## config.mk

```make
export PLATFORM = sky130hd
export DESIGN_NAME = window_convergence_detector_unit_flat
export DESIGN_NICKNAME = d
export VERILOG_FILES = /design/src/hdl/wcd_pkg.sv /design/src/hdl/wcd_if.sv /design/src/hdl/wcd_ram.sv /design/src/hdl/window_convergence_detector_unit.sv /design/src/flat_wrapper.sv
export VERILOG_INCLUDE_DIRS = /design/src /design/src/hdl
export SDC_FILE = /design/constraint.sdc
export NUM_CORES = 2
export LEC_CHECK = 0
export BUFFER_PORTS_ARGS = -buffer_cell sky130_fd_sc_hd__buf_2
export CAP_MARGIN = 10
export CORE_MARGIN = 5
export CORE_UTILIZATION = 40
export CTS_CLUSTER_DIAMETER = 120
export CTS_CLUSTER_SIZE = 8
export DETAILED_ROUTE_END_ITERATION = 7
export PLACE_DENSITY = 0.61
export SYNTH_ARGS = -nofsm -noshare
export SYNTH_HDL_FRONTEND = slang
export SYNTH_HIERARCHICAL = 1
export SYNTH_SLANG_ARGS = --single-unit
```

## constraint.sdc

```tcl
create_clock -name clock -period 25.2 [get_ports clock]
set_clock_uncertainty 0.05 [all_clocks]
set_input_delay 1.26 -clock clock [delete_from_list [all_inputs] [get_ports clock]]
set_output_delay 1.26 -clock clock [all_outputs]
set_load 0.005 [all_outputs]
```

## src/hdl/window_convergence_detector_unit_defines.svh

```systemverilog
// ---------------------------------------------------------------------------
// window_convergence_detector_unit_defines
// Assertion macros shared by the convergence detector RTL.
// ---------------------------------------------------------------------------
`ifndef WINDOW_CONVERGENCE_DETECTOR_UNIT_DEFINES_SVH
`define WINDOW_CONVERGENCE_DETECTOR_UNIT_DEFINES_SVH

`ifndef NO_ASSERTIONS

// Same-cycle implication.
`define WCD_ASSERT_IMPL(label, clk, rst, cond, expr) \
   label: assert property (@(posedge clk) disable iff (rst) (cond) |-> (expr)) \
      else $error("window convergence detector check failed");

// Next-cycle implication.
`define WCD_ASSERT_NEXT(label, clk, rst, cond, expr) \
   label: assert property (@(posedge clk) disable iff (rst) (cond) |=> (expr)) \
      else $error("window convergence detector check failed");

`else

`define WCD_ASSERT_IMPL(label, clk, rst, cond, expr)
`define WCD_ASSERT_NEXT(label, clk, rst, cond, expr)

`endif

`endif

```

## src/hdl/wcd_pkg.sv

```systemverilog
// ---------------------------------------------------------------------------
// wcd_pkg
// Types and constants of the window convergence detector.
// ---------------------------------------------------------------------------
package wcd_pkg;

   localparam int WINDOW_MAX_DEF = 16;
   localparam int COUNT_BITS_DEF = 20;

   localparam int ERR_SUM_BITS   = 40;
   localparam int MEAN_BITS      = 32;
   localparam int EPS_BITS       = 16;
   localparam int FRAC_BITS      = 16;
   localparam int WSIZE_BITS     = 5;
   localparam int CSR_IDX_BITS   = 3;

   // Divider retires two quotient bits per cycle.
   localparam int DIV_RADIX_BITS = 2;
   localparam int DIV_STEPS      = ERR_SUM_BITS / DIV_RADIX_BITS;
   localparam int DIV_CNT_BITS   = $clog2(DIV_STEPS);

   localparam logic [CSR_IDX_BITS-1:0] CSR_WINDOW_SIZE   = 3'd0;
   localparam logic [CSR_IDX_BITS-1:0] CSR_CORR_LIMIT    = 3'd1;
   localparam logic [CSR_IDX_BITS-1:0] CSR_INLIER_LIMIT  = 3'd2;
   localparam logic [CSR_IDX_BITS-1:0] CSR_OUTLIER_LIMIT = 3'd3;
   localparam logic [CSR_IDX_BITS-1:0] CSR_ERROR_EPS     = 3'd4;

   localparam logic [WSIZE_BITS-1:0] WSIZE_RESET = 5'd5;
   localparam logic [EPS_BITS-1:0]   EPS_RESET   = 16'd66;

   typedef logic [ERR_SUM_BITS-1:0] err_sum_type;
   typedef logic [MEAN_BITS-1:0]    mean_type;

endpackage

```

## src/hdl/wcd_if.sv

```systemverilog
// ---------------------------------------------------------------------------
// wcd_if
// Request and response channels of the window convergence detector.
// ---------------------------------------------------------------------------
interface wcd_req_if #(
   parameter int COUNT_BITS = wcd_pkg::COUNT_BITS_DEF
);
   logic                   valid;
   logic                   ready;
   logic                   restart;
   logic [COUNT_BITS-1:0]  corr_count;
   logic [COUNT_BITS-1:0]  inlier_count;
   logic [COUNT_BITS-1:0]  outlier_count;
   wcd_pkg::err_sum_type   inlier_error_sum;

   modport source (
      output valid, restart, corr_count, inlier_count, outlier_count, inlier_error_sum,
      input  ready
   );
   modport sink (
      input  valid, restart, corr_count, inlier_count, outlier_count, inlier_error_sum,
      output ready
   );
endinterface

interface wcd_rsp_if;
   logic valid;
   logic ready;
   logic stop;
   logic sample_taken;

   modport source (output valid, stop, sample_taken, input ready);
   modport sink   (input  valid, stop, sample_taken, output ready);
endinterface

```

## src/hdl/wcd_ram.sv

```systemverilog
// ---------------------------------------------------------------------------
// wcd_ram
// Simple dual-port RAM, one write and one registered read port.
// ---------------------------------------------------------------------------
module wcd_ram #(
   parameter int WIDTH = 8,
   parameter int DEPTH = 16,
   localparam int AW   = (DEPTH > 1) ? $clog2(DEPTH) : 1
) (
   input  logic             clock,
   input  logic             wr_en,
   input  logic [AW-1:0]    wr_addr,
   input  logic [WIDTH-1:0] wr_data,
   input  logic [AW-1:0]    rd_addr,
   output logic [WIDTH-1:0] rd_data
);

   logic [WIDTH-1:0] mem_ff [DEPTH];
   logic [WIDTH-1:0] rd_data_ff;

   always_ff @(posedge clock) begin
      if (wr_en) begin
         mem_ff[wr_addr] <= wr_data;
      end
      rd_data_ff <= mem_ff[rd_addr];
   end

   assign rd_data = rd_data_ff;

endmodule

```

## src/hdl/window_convergence_detector_unit.sv

```systemverilog
// Items with zero inliers skip the divider and go straight to the finish state.
// Other items run the radix-4 divider and write one row; a window that is not yet full
// answers after the write, a full one after a scan of W rows (W = effective window)
// through the single read port of the sample RAM, then drain, multiply and compare.
// A new request is taken only in the idle state, once the last item is finished.
// Reset clears control state, slot and fill count; RAM contents stay undefined.
// ---------------------------------------------------------------------------
// window_convergence_detector_unit
// Sliding-window convergence test over solver iteration statistics.
// ---------------------------------------------------------------------------
`include "window_convergence_detector_unit_defines.svh"

module window_convergence_detector_unit #(
   parameter int  WINDOW_MAX    = wcd_pkg::WINDOW_MAX_DEF,
   parameter int  COUNT_BITS    = wcd_pkg::COUNT_BITS_DEF,
   localparam int CSR_DATA_BITS =
      (COUNT_BITS > wcd_pkg::EPS_BITS) ? COUNT_BITS : wcd_pkg::EPS_BITS
) (
   input  logic                              clock,
   input  logic                              reset,
   wcd_req_if.sink                           req_chan,
   wcd_rsp_if.source                         rsp_chan,
   input  logic                              csr_we,
   input  logic [wcd_pkg::CSR_IDX_BITS-1:0]  csr_index,
   input  logic [CSR_DATA_BITS-1:0]          csr_wdata
);

   import wcd_pkg::*;

   // RAM address and fill count widths
   localparam int AW = (WINDOW_MAX > 1) ? $clog2(WINDOW_MAX) : 1;
   localparam int FW = $clog2(WINDOW_MAX + 1);
   localparam int CB = COUNT_BITS;
   // One RAM row: {corr, inlier, outlier, mean error}
   localparam int ROW_BITS = 3 * CB + MEAN_BITS;
   localparam int PROD_BITS = EPS_BITS + MEAN_BITS;

   // Sequencer states
   localparam logic [2:0] ST_IDLE   = 3'd0;
   localparam logic [2:0] ST_DIV    = 3'd1;
   localparam logic [2:0] ST_WRITE  = 3'd2;
   localparam logic [2:0] ST_SCAN   = 3'd3;
   localparam logic [2:0] ST_DRAIN  = 3'd4;
   localparam logic [2:0] ST_MULT   = 3'd5;
   localparam logic [2:0] ST_CMP    = 3'd6;
   localparam logic [2:0] ST_FINISH = 3'd7;

   // ------------------------------------------------------------------
   // Configuration registers
   // ------------------------------------------------------------------
   logic [WSIZE_BITS-1:0] wsize_ff;
   logic [CB-1:0]         corr_lim_ff;
   logic [CB-1:0]         inl_lim_ff;
   logic [CB-1:0]         outl_lim_ff;
   logic [EPS_BITS-1:0]   eps_ff;

   always_ff @(posedge clock) begin
      if (reset) begin
         wsize_ff    <= WSIZE_RESET;
         corr_lim_ff <= '0;
         inl_lim_ff  <= '0;
         outl_lim_ff <= '0;
         eps_ff      <= EPS_RESET;
      end else if (csr_we) begin
         unique case (csr_index)
            CSR_WINDOW_SIZE:   wsize_ff    <= csr_wdata[WSIZE_BITS-1:0];
            CSR_CORR_LIMIT:    corr_lim_ff <= csr_wdata[CB-1:0];
            CSR_INLIER_LIMIT:  inl_lim_ff  <= csr_wdata[CB-1:0];
            CSR_OUTLIER_LIMIT: outl_lim_ff <= csr_wdata[CB-1:0];
            CSR_ERROR_EPS:     eps_ff      <= csr_wdata[EPS_BITS-1:0];
            default: ;  // drop writes to unused indexes
         endcase
      end
   end

   // Effective window: zero counts as one, saturate at the RAM depth.
   logic [FW-1:0] w_eff;
   always_comb begin
      if (wsize_ff == '0) begin
         w_eff = FW'(1);
      end else if (32'(wsize_ff) > WINDOW_MAX) begin
         w_eff = FW'(WINDOW_MAX);
      end else begin
         w_eff = FW'(wsize_ff);
      end
   end

   // ------------------------------------------------------------------
   // Control and item registers
   // ------------------------------------------------------------------
   logic [2:0]            state_ff, state_in;
   logic [AW-1:0]         slot_ff;
   logic [FW-1:0]         fill_ff;
   logic [DIV_CNT_BITS-1:0] div_cnt_ff;
   logic [FW-1:0]         scan_cnt_ff;
   logic [AW-1:0]         scan_addr_ff;
   logic                  rd_valid_ff;
   logic                  rsp_valid_ff;
   logic                  rsp_stop_ff;
   logic                  rsp_taken_ff;
   logic                  res_stop_ff;
   logic                  res_taken_ff;

   logic [CB-1:0]         corr_ff;
   logic [CB-1:0]         outl_ff;
   logic [CB-1:0]         div_ff;     // inlier count, also the divisor
   logic [CB-1:0]         rem_ff, rem_in;
   err_sum_type           quo_ff, quo_in;

   logic [CB-1:0]         c_lo_ff, c_hi_ff;
   logic [CB-1:0]         i_lo_ff, i_hi_ff;
   logic [CB-1:0]         o_lo_ff, o_hi_ff;
   mean_type              e_lo_ff, e_hi_ff;
   logic                  counts_ok_ff;
   mean_type              erange_ff;
   logic [PROD_BITS-1:0]  prod_ff;

   logic req_fire;
   logic out_free;
   assign req_fire = req_chan.valid && req_chan.ready;
   assign out_free = !rsp_valid_ff || rsp_chan.ready;

   assign req_chan.ready = (state_ff == ST_IDLE);

   // ------------------------------------------------------------------
   // Restoring divider, two quotient bits per cycle.
   // Dividend shifts out of quo on top while quotient bits enter below.
   // ------------------------------------------------------------------
   function automatic logic [CB+ERR_SUM_BITS-1:0] div_step(
      input logic [CB-1:0]  rem,
      input err_sum_type    quo,
      input logic [CB-1:0]  dvs
   );
      logic [CB:0] trial;
      logic [CB:0] diff;
      trial = {rem, quo[ERR_SUM_BITS-1]};
      diff  = trial - {1'b0, dvs};
      if (trial >= {1'b0, dvs}) begin
         return {diff[CB-1:0], quo[ERR_SUM_BITS-2:0], 1'b1};
      end
      return {trial[CB-1:0], quo[ERR_SUM_BITS-2:0], 1'b0};
   endfunction

   logic [CB-1:0] rem_mid;
   err_sum_type   quo_mid;
   always_comb begin
      {rem_mid, quo_mid} = div_step(rem_ff, quo_ff, div_ff);
      {rem_in, quo_in}   = div_step(rem_mid, quo_mid, div_ff);
   end

   // Mean error in Q16.16, saturated when the quotient overflows 32 bits.
   mean_type mean_sat;
   assign mean_sat = (quo_ff[ERR_SUM_BITS-1:MEAN_BITS] != '0) ? '1 : quo_ff[MEAN_BITS-1:0];

   // ------------------------------------------------------------------
   // Sample RAM: write once per item that has inliers, then scan back over a full window.
   // ------------------------------------------------------------------
   logic                ram_we;
   logic [ROW_BITS-1:0] ram_wdata;
   logic [ROW_BITS-1:0] ram_rdata;

   assign ram_we    = (state_ff == ST_WRITE);
   assign ram_wdata = {corr_ff, div_ff, outl_ff, mean_sat};

   wcd_ram #(
      .WIDTH (ROW_BITS),
      .DEPTH (WINDOW_MAX)
   ) u_sample_ram (
      .clock   (clock),
      .wr_en   (ram_we),
      .wr_addr (slot_ff),
      .wr_data (ram_wdata),
      .rd_addr (scan_addr_ff),
      .rd_data (ram_rdata)
   );

   logic [CB-1:0] rd_corr, rd_inl, rd_outl;
   mean_type      rd_mean;
   assign {rd_corr, rd_inl, rd_outl, rd_mean} = ram_rdata;

   logic [FW-1:0] fill_inc;
   logic          win_full;
   assign fill_inc = (32'(fill_ff) < WINDOW_MAX) ? fill_ff + 1'b1 : fill_ff;
   assign win_full = (fill_inc >= w_eff);

   // ------------------------------------------------------------------
   // Sequencer
   // ------------------------------------------------------------------
   always_comb begin
      state_in = state_ff;
      unique case (state_ff)
         ST_IDLE: begin
            if (req_fire) begin
               state_in = (req_chan.inlier_count == '0) ? ST_FINISH : ST_DIV;
            end
         end
         ST_DIV: begin
            if (div_cnt_ff == DIV_CNT_BITS'(DIV_STEPS - 1)) begin
               state_in = ST_WRITE;
            end
         end
         ST_WRITE:  state_in = win_full ? ST_SCAN : ST_FINISH;
         ST_SCAN: begin
            if (scan_cnt_ff == w_eff - 1'b1) begin
               state_in = ST_DRAIN;
            end
         end
         ST_DRAIN:  state_in = ST_MULT;
         ST_MULT:   state_in = ST_CMP;
         ST_CMP:    state_in = ST_FINISH;
         ST_FINISH: begin
            if (out_free) begin
               state_in = ST_IDLE;
            end
         end
         default:   state_in = ST_IDLE;
      endcase
   end

   // Control state
   always_ff @(posedge clock) begin
      if (reset) begin
         state_ff     <= ST_IDLE;
         slot_ff      <= '0;
         fill_ff      <= '0;
         rd_valid_ff  <= 1'b0;
         rsp_valid_ff <= 1'b0;
      end else begin
         state_ff    <= state_in;
         rd_valid_ff <= (state_ff == ST_SCAN);

         // Restart empties the window before the item counts.
         if (req_fire && req_chan.restart) begin
            slot_ff <= '0;
            fill_ff <= '0;
         end else if (state_ff == ST_WRITE) begin
            slot_ff <= (slot_ff == AW'(WINDOW_MAX - 1)) ? '0 : slot_ff + 1'b1;
            fill_ff <= fill_inc;
         end

         // Hold the response until taken, then load the next one.
         if (state_ff == ST_FINISH && out_free) begin
            rsp_valid_ff <= 1'b1;
         end else if (rsp_chan.ready) begin
            rsp_valid_ff <= 1'b0;
         end
      end
   end

   // Datapath
   always_ff @(posedge clock) begin
      unique case (state_ff)
         ST_IDLE: begin
            if (req_fire) begin
               corr_ff      <= req_chan.corr_count;
               outl_ff      <= req_chan.outlier_count;
               div_ff       <= req_chan.inlier_count;
               rem_ff       <= '0;
               quo_ff       <= req_chan.inlier_error_sum;
               div_cnt_ff   <= '0;
               res_stop_ff  <= 1'b0;
               res_taken_ff <= (req_chan.inlier_count != '0);
            end
         end
         ST_DIV: begin
            rem_ff     <= rem_in;
            quo_ff     <= quo_in;
            div_cnt_ff <= div_cnt_ff + 1'b1;
         end
         ST_WRITE: begin
            // Start the scan at the slot just written and walk backward.
            scan_addr_ff <= slot_ff;
            scan_cnt_ff  <= '0;
            c_lo_ff <= '1;  c_hi_ff <= '0;
            i_lo_ff <= '1;  i_hi_ff <= '0;
            o_lo_ff <= '1;  o_hi_ff <= '0;
            e_lo_ff <= '1;  e_hi_ff <= '0;
         end
         ST_SCAN: begin
            scan_addr_ff <= (scan_addr_ff == '0) ? AW'(WINDOW_MAX - 1) : scan_addr_ff - 1'b1;
            scan_cnt_ff  <= scan_cnt_ff + 1'b1;
         end
         ST_MULT: begin
            counts_ok_ff <= (c_hi_ff - c_lo_ff <= corr_lim_ff)
                         && (i_hi_ff - i_lo_ff <= inl_lim_ff)
                         && (o_hi_ff - o_lo_ff <= outl_lim_ff);
            erange_ff    <= e_hi_ff - e_lo_ff;
            prod_ff      <= PROD_BITS'(eps_ff) * PROD_BITS'(e_hi_ff);
         end
         ST_CMP: begin
            // Relative spread: range * 2^16 against epsilon * max.
            res_stop_ff <= counts_ok_ff && ({erange_ff, FRAC_BITS'(0)} <= prod_ff);
         end
         default: ;
      endcase

      // Fold RAM read data into the running extremes.
      if (rd_valid_ff) begin
         if (rd_corr < c_lo_ff) c_lo_ff <= rd_corr;
         if (rd_corr > c_hi_ff) c_hi_ff <= rd_corr;
         if (rd_inl  < i_lo_ff) i_lo_ff <= rd_inl;
         if (rd_inl  > i_hi_ff) i_hi_ff <= rd_inl;
         if (rd_outl < o_lo_ff) o_lo_ff <= rd_outl;
         if (rd_outl > o_hi_ff) o_hi_ff <= rd_outl;
         if (rd_mean < e_lo_ff) e_lo_ff <= rd_mean;
         if (rd_mean > e_hi_ff) e_hi_ff <= rd_mean;
      end

      if (state_ff == ST_FINISH && out_free) begin
         rsp_stop_ff  <= res_stop_ff;
         rsp_taken_ff <= res_taken_ff;
      end
   end

   assign rsp_chan.valid        = rsp_valid_ff;
   assign rsp_chan.stop         = rsp_stop_ff;
   assign rsp_chan.sample_taken = rsp_taken_ff;

   // A scan only runs on a full window.
   logic win_full_hold_ok;
   assign win_full_hold_ok = (fill_ff >= w_eff);

   // ------------------------------------------------------------------
   // Assertions
   // ------------------------------------------------------------------
   `WCD_ASSERT_NEXT(a_zero_inlier_skip, clock, reset,
      req_fire && req_chan.inlier_count == '0, state_ff == ST_FINISH)
   `WCD_ASSERT_IMPL(a_stop_needs_sample, clock, reset,
      rsp_chan.valid && rsp_chan.stop, rsp_chan.sample_taken)
   `WCD_ASSERT_IMPL(a_fill_bound, clock, reset, 1'b1, 32'(fill_ff) <= WINDOW_MAX)
   `WCD_ASSERT_IMPL(a_scan_in_window, clock, reset,
      state_ff == ST_SCAN, scan_cnt_ff < w_eff && win_full_hold_ok)

endmodule
```

## src/flat_wrapper.sv

```systemverilog
// flat-port wrapper written by rule: the top's interface ports become plain ports
module window_convergence_detector_unit_flat import wcd_pkg::*;
#(
   parameter int  WINDOW_MAX    = wcd_pkg::WINDOW_MAX_DEF,
   parameter int  COUNT_BITS    = wcd_pkg::COUNT_BITS_DEF,
   localparam int CSR_DATA_BITS =
      (COUNT_BITS > wcd_pkg::EPS_BITS) ? COUNT_BITS : wcd_pkg::EPS_BITS
)
  (clock, reset, csr_we, csr_index, csr_wdata, req_chan_valid, req_chan_restart, req_chan_corr_count, req_chan_inlier_count, req_chan_outlier_count, req_chan_inlier_error_sum, req_chan_ready, rsp_chan_valid, rsp_chan_stop, rsp_chan_sample_taken, rsp_chan_ready);
  wcd_req_if #(.COUNT_BITS(COUNT_BITS)) req_chan_i ();
  wcd_rsp_if rsp_chan_i ();
  input  logic clock;
  input  logic reset;
  input  logic csr_we;
  input  logic [wcd_pkg::CSR_IDX_BITS-1:0] csr_index;
  input  logic [CSR_DATA_BITS-1:0] csr_wdata;
  input wire logic [$bits(req_chan_i.valid)-1:0] req_chan_valid;
  input wire logic [$bits(req_chan_i.restart)-1:0] req_chan_restart;
  input wire logic [$bits(req_chan_i.corr_count)-1:0] req_chan_corr_count;
  input wire logic [$bits(req_chan_i.inlier_count)-1:0] req_chan_inlier_count;
  input wire logic [$bits(req_chan_i.outlier_count)-1:0] req_chan_outlier_count;
  input wire logic [$bits(req_chan_i.inlier_error_sum)-1:0] req_chan_inlier_error_sum;
  output wire logic [$bits(req_chan_i.ready)-1:0] req_chan_ready;
  output wire logic [$bits(rsp_chan_i.valid)-1:0] rsp_chan_valid;
  output wire logic [$bits(rsp_chan_i.stop)-1:0] rsp_chan_stop;
  output wire logic [$bits(rsp_chan_i.sample_taken)-1:0] rsp_chan_sample_taken;
  input wire logic [$bits(rsp_chan_i.ready)-1:0] rsp_chan_ready;
  assign req_chan_i.valid = req_chan_valid;
  assign req_chan_i.restart = req_chan_restart;
  assign req_chan_i.corr_count = req_chan_corr_count;
  assign req_chan_i.inlier_count = req_chan_inlier_count;
  assign req_chan_i.outlier_count = req_chan_outlier_count;
  assign req_chan_i.inlier_error_sum = req_chan_inlier_error_sum;
  assign req_chan_ready = req_chan_i.ready;
  assign rsp_chan_valid = rsp_chan_i.valid;
  assign rsp_chan_stop = rsp_chan_i.stop;
  assign rsp_chan_sample_taken = rsp_chan_i.sample_taken;
  assign rsp_chan_i.ready = rsp_chan_ready;
  window_convergence_detector_unit #(.WINDOW_MAX(WINDOW_MAX), .COUNT_BITS(COUNT_BITS)) u_core (.clock(clock), .reset(reset), .req_chan(req_chan_i), .rsp_chan(rsp_chan_i), .csr_we(csr_we), .csr_index(csr_index), .csr_wdata(csr_wdata));
endmodule
```

==> summary.md <==
| Metric | Value |
|---|---|
| Worst VDD drop | 0.0989 mV |
| Worst Hold Class | reg -> reg |
| Combinational share of power | 0.321 |
| RR Startpoint | u_core/e_hi_ff[7] |
| # port buffers | 132 |
| Worst-path fanout max | 18 |
| Core Util, Final | 0.452 |
| DIE AREA | 270000 sq um |
| Fmax | 0.135 GHz |
| CTS root buf | clkbuf_16 |
| Later-pin clock latency in the skew report | 0.91 ns |
| Final hold viol count | 0 |
| GR Overflow Total | 0 |
| Clk pwr share | 0.304 |
| Placer Congestion | 0.867 |
| Syn nets | 8675 |
| R2r worst-path depth | 24 |
| Critical path type | reg -> reg |
| Setup TNS Final | 0 ns |
| # resized after CTS | 0 |
| Io pins | 133 |
| Vias in the first global route | 65100 |
| Yosys reg bits | 2062 |
| MaxCap Viol Count | 0 |
| Horiz. Die Dim | 520 um |
| Crit path top cell by count | fa_1 |
| Sink Count | 2062 |
| Initial antenna violation count | 11 |
| Core Area | 259000 sq um |
| Switching part of the total | 0.340 |
| Mean Syn Cell Area | 13.7 sq um |
| Critical path's largest stage delay | 0.80 ns |
| Postcts setup bufs | 0 |
| EDFF count, synth | 1691 |
| Final period util | 0.295 |
| Startpoint types | register |
| Clock transition at path regs | 0.06 ns |
| Htree depth | 5 |
| Global-route wire length before repair | 408000 um |
| R2R Setup Slk | 17.77 ns |
| First-pass DRT Iterations | 6 |
| Post-synth top area cell | edfxtp_1 |
| Crit path time final | 7.43 ns |
| Worst-Margin Slew | 1.22 ns |
| Worst rel slew slack | 0.187 |
| # DRC | 0 |
| Switching power | 4.14 mW |
| TritonCTS clock tree | yes |
| Drt via density | 5.46 |
| Power share of the sequential group | 0.375 |
| Total GRT Usage | 0.198 |
| Hold_ws | 0.372 ns |
| Critical-path cell list | nand2_1, fa_1, inv_1, fa_1, inv_1, fa_1, inv_1, fa_1, fa_1, inv_1, fa_1, inv_1, ha_1, and4_1, a211oi_1, a22o_1, a211o_1, a21oi_2, nor3_4, o31ai_4, o31a_1, and3_1, o41ai_2, xnor2_1 |
| Share of Yosys cell area claimed by the top area cell type | 0.488 |
| CP arrival | 8.03 ns |
| Hold path cells | 0 |
| Number of DRC markers after the initial detailed-route iteration | 4912 |
| Primary FF master, synth | edfxtp_1 |
| Hold_buf cts | 0 |
| Status | finished, final reports clean |
| CTS Buf Count | 309 |
| Async set or reset register ratio after synthesis | 0 |
| Starting Density | 0.401 |
| Most common cell after layout, fill and taps aside | edfxtp_1 |
| Most frequent cells in the layout | 1691 x edfxtp_1, 802 x inv_1, 745 x nand2_1 |
| Nets | 8893 |
| Vias | 62200 |
| WP buf/inv | 5 |
| Synthesis warning total | 6 |
| Register area | 58200 sq um |
| Die span in y | 520 um |
| RR Endpoint | u_core/prod_ff[41] |
| Worst path top cell family by delay | adder cells |
| Routed WL | 270000 um |
| Crit end category | register |
| Std-Cell Rows | 187 |
| Pin count of the biggest net entering global routing | 148 |
| RSZ-0062 raised after global routing | false |
| Sequential area share after synthesis | 0.560 |
| Int Pwr | 8.03 mW |
| Post-synth cell types | 81 |
| Area contributors post-synth | edfxtp_1 49%, fa_1 8.2%, mux4_2 8.0% |
| Layout cell share with drive strength beyond 1 | 0.142 |
| Area delta synth->final | 12.7% |
| P per Cell Area | 104 nW/um^2 |
| CTS max path bufs | 4 |
| Pins Over Slew Limit | 0 |
| Dpl hpwl | 166000 um |
| Slowest stage cell, crit path | dfxtp_1 |
| Avg WL per Cell | 23.7 um |
| Leakage power | 42.6 nW |
| Fill cells | 22800 |
| CP required | 25.79 ns |
| Netlist Area Pre-Place | 104000 sq um |
| Setup Viol. Count Final | 0 |
| Post-route ant nets | 0 |
| Cells after synthesis | 7590 |
| Min-delay src | u_core/res_stop_ff |
| Hold endpoint | u_core/rsp_chan.stop |
| Multi-input gate area | 41600 sq um |
==> state kept, by name (all words and copies together) (netlist names), 20 cells and up <==
register,flops
u_core/c_hi_ff,20
u_core/c_lo_ff,20
u_core/corr_ff,20
u_core/corr_lim_ff,20
u_core/div_ff,20
u_core/e_hi_ff,32
u_core/e_lo_ff,32
u_core/erange_ff,32
u_core/i_hi_ff,20
u_core/i_lo_ff,20
u_core/inl_lim_ff,20
u_core/o_hi_ff,20
u_core/o_lo_ff,20
u_core/outl_ff,20
u_core/outl_lim_ff,20
u_core/prod_ff,48
u_core/quo_ff,40
u_core/rem_ff,20
u_core/u_sample_ram/mem_ff,1472
u_core/u_sample_ram/rd_data,92
==> cell families after synthesis <==
| group | count (synthesis) | synth area share |
|---|---|---|
| flops | 2062 | 0.560 |
| simple gates | 1728 | 0.0781 |
| buf+inv | 1128 | 0.0423 |
| compound gates | 1046 | 0.0663 |
| fa+ha+maj | 956 | 0.146 |
| mux | 504 | 0.0941 |
| xor+xnor | 166 | 0.0140 |
==> area by class of cell <==
cell class	instances	share of cell area
clock buffers	473	0.0721
flip-flops and latches	2062	0.497
multi-input cells	4400	0.355
inverters	805	0.0258
clock inverters	12	0.00111
diodes	10	0.000213
well taps	3402	0.0363
repair buffers	230	0.0130
==> power by group through the flow <==
stage                     Combinational (mW)  Sequential (mW)  Clock [mW]
final                                   3.91             4.56        3.70
after detailed placement                3.90             4.63           0
after CTS                               3.93             4.56        3.78
after global placement                  3.82             4.61           0
after global routing                    4.39             4.60        3.94
after floorplan                         2.92             4.39           0
==> through the flow <==
stage                     worst slack (ns)  instances  area [sq um]  total power, mW
final                                17.77      11400        117000             12.2
after floorplan                      15.89       7590        104000             7.31
after global placement               17.83      10900        109000             8.43
after detailed placement             17.78      10900        109000             8.52
after global routing                 17.40      11400        117000             12.9
after CTS                            17.78      11400        117000             12.3
==> synth_stat cells (all sizes together) (6+ instances only) <==
cell type / instances
a211o: 8
a211oi: 19
a21boi: 14
a21o: 95
a21oi: 315
a22oi: 184
a31oi: 11
and2: 215
and3: 27
and4: 9
buf: 82
clkbuf: 241
dfxtp: 371
edfxtp: 1691
fa: 424
ha: 532
inv: 804
mux2: 113
mux2i: 23
mux4: 368
nand2: 747
nand2b: 58
nand3: 73
nand3b: 6
nand4: 50
nor2: 281
nor2b: 78
nor3: 73
nor4: 48
o2111ai: 9
o211ai: 10
o21a: 38
o21ai: 168
o21bai: 26
o22a: 60
o31ai: 46
or2: 37
or3: 15
xnor2: 112
xor2: 54
==> routing by layer <==
| metal | track usage | wire length, um |
|---|---|---|
| met1 | 0.256 | 111000 |
| met2 | 0.339 | 134000 |
| met3 | 0.0322 | 15200 |
| met4 | 0.0688 | 9650 |
| met5 | 0 | 30 |
==> how the worst max path moves through the flow <==
stage	from	end	cells past startpoint
finish	u_core/e_hi_ff[7]	u_core/prod_ff[41]	24
floorplan	u_core/state_ff[1]	u_core/u_sample_ram/mem_ff[0][0]	8
detailed placement	u_core/eps_ff[1]	u_core/prod_ff[41]	23
global placement	u_core/eps_ff[1]	u_core/prod_ff[41]	23
global route	u_core/eps_ff[1]	u_core/prod_ff[38]	24
CTS	u_core/eps_ff[1]	u_core/prod_ff[41]	23
Note: power is estimated with default switching activity, not from simulation.
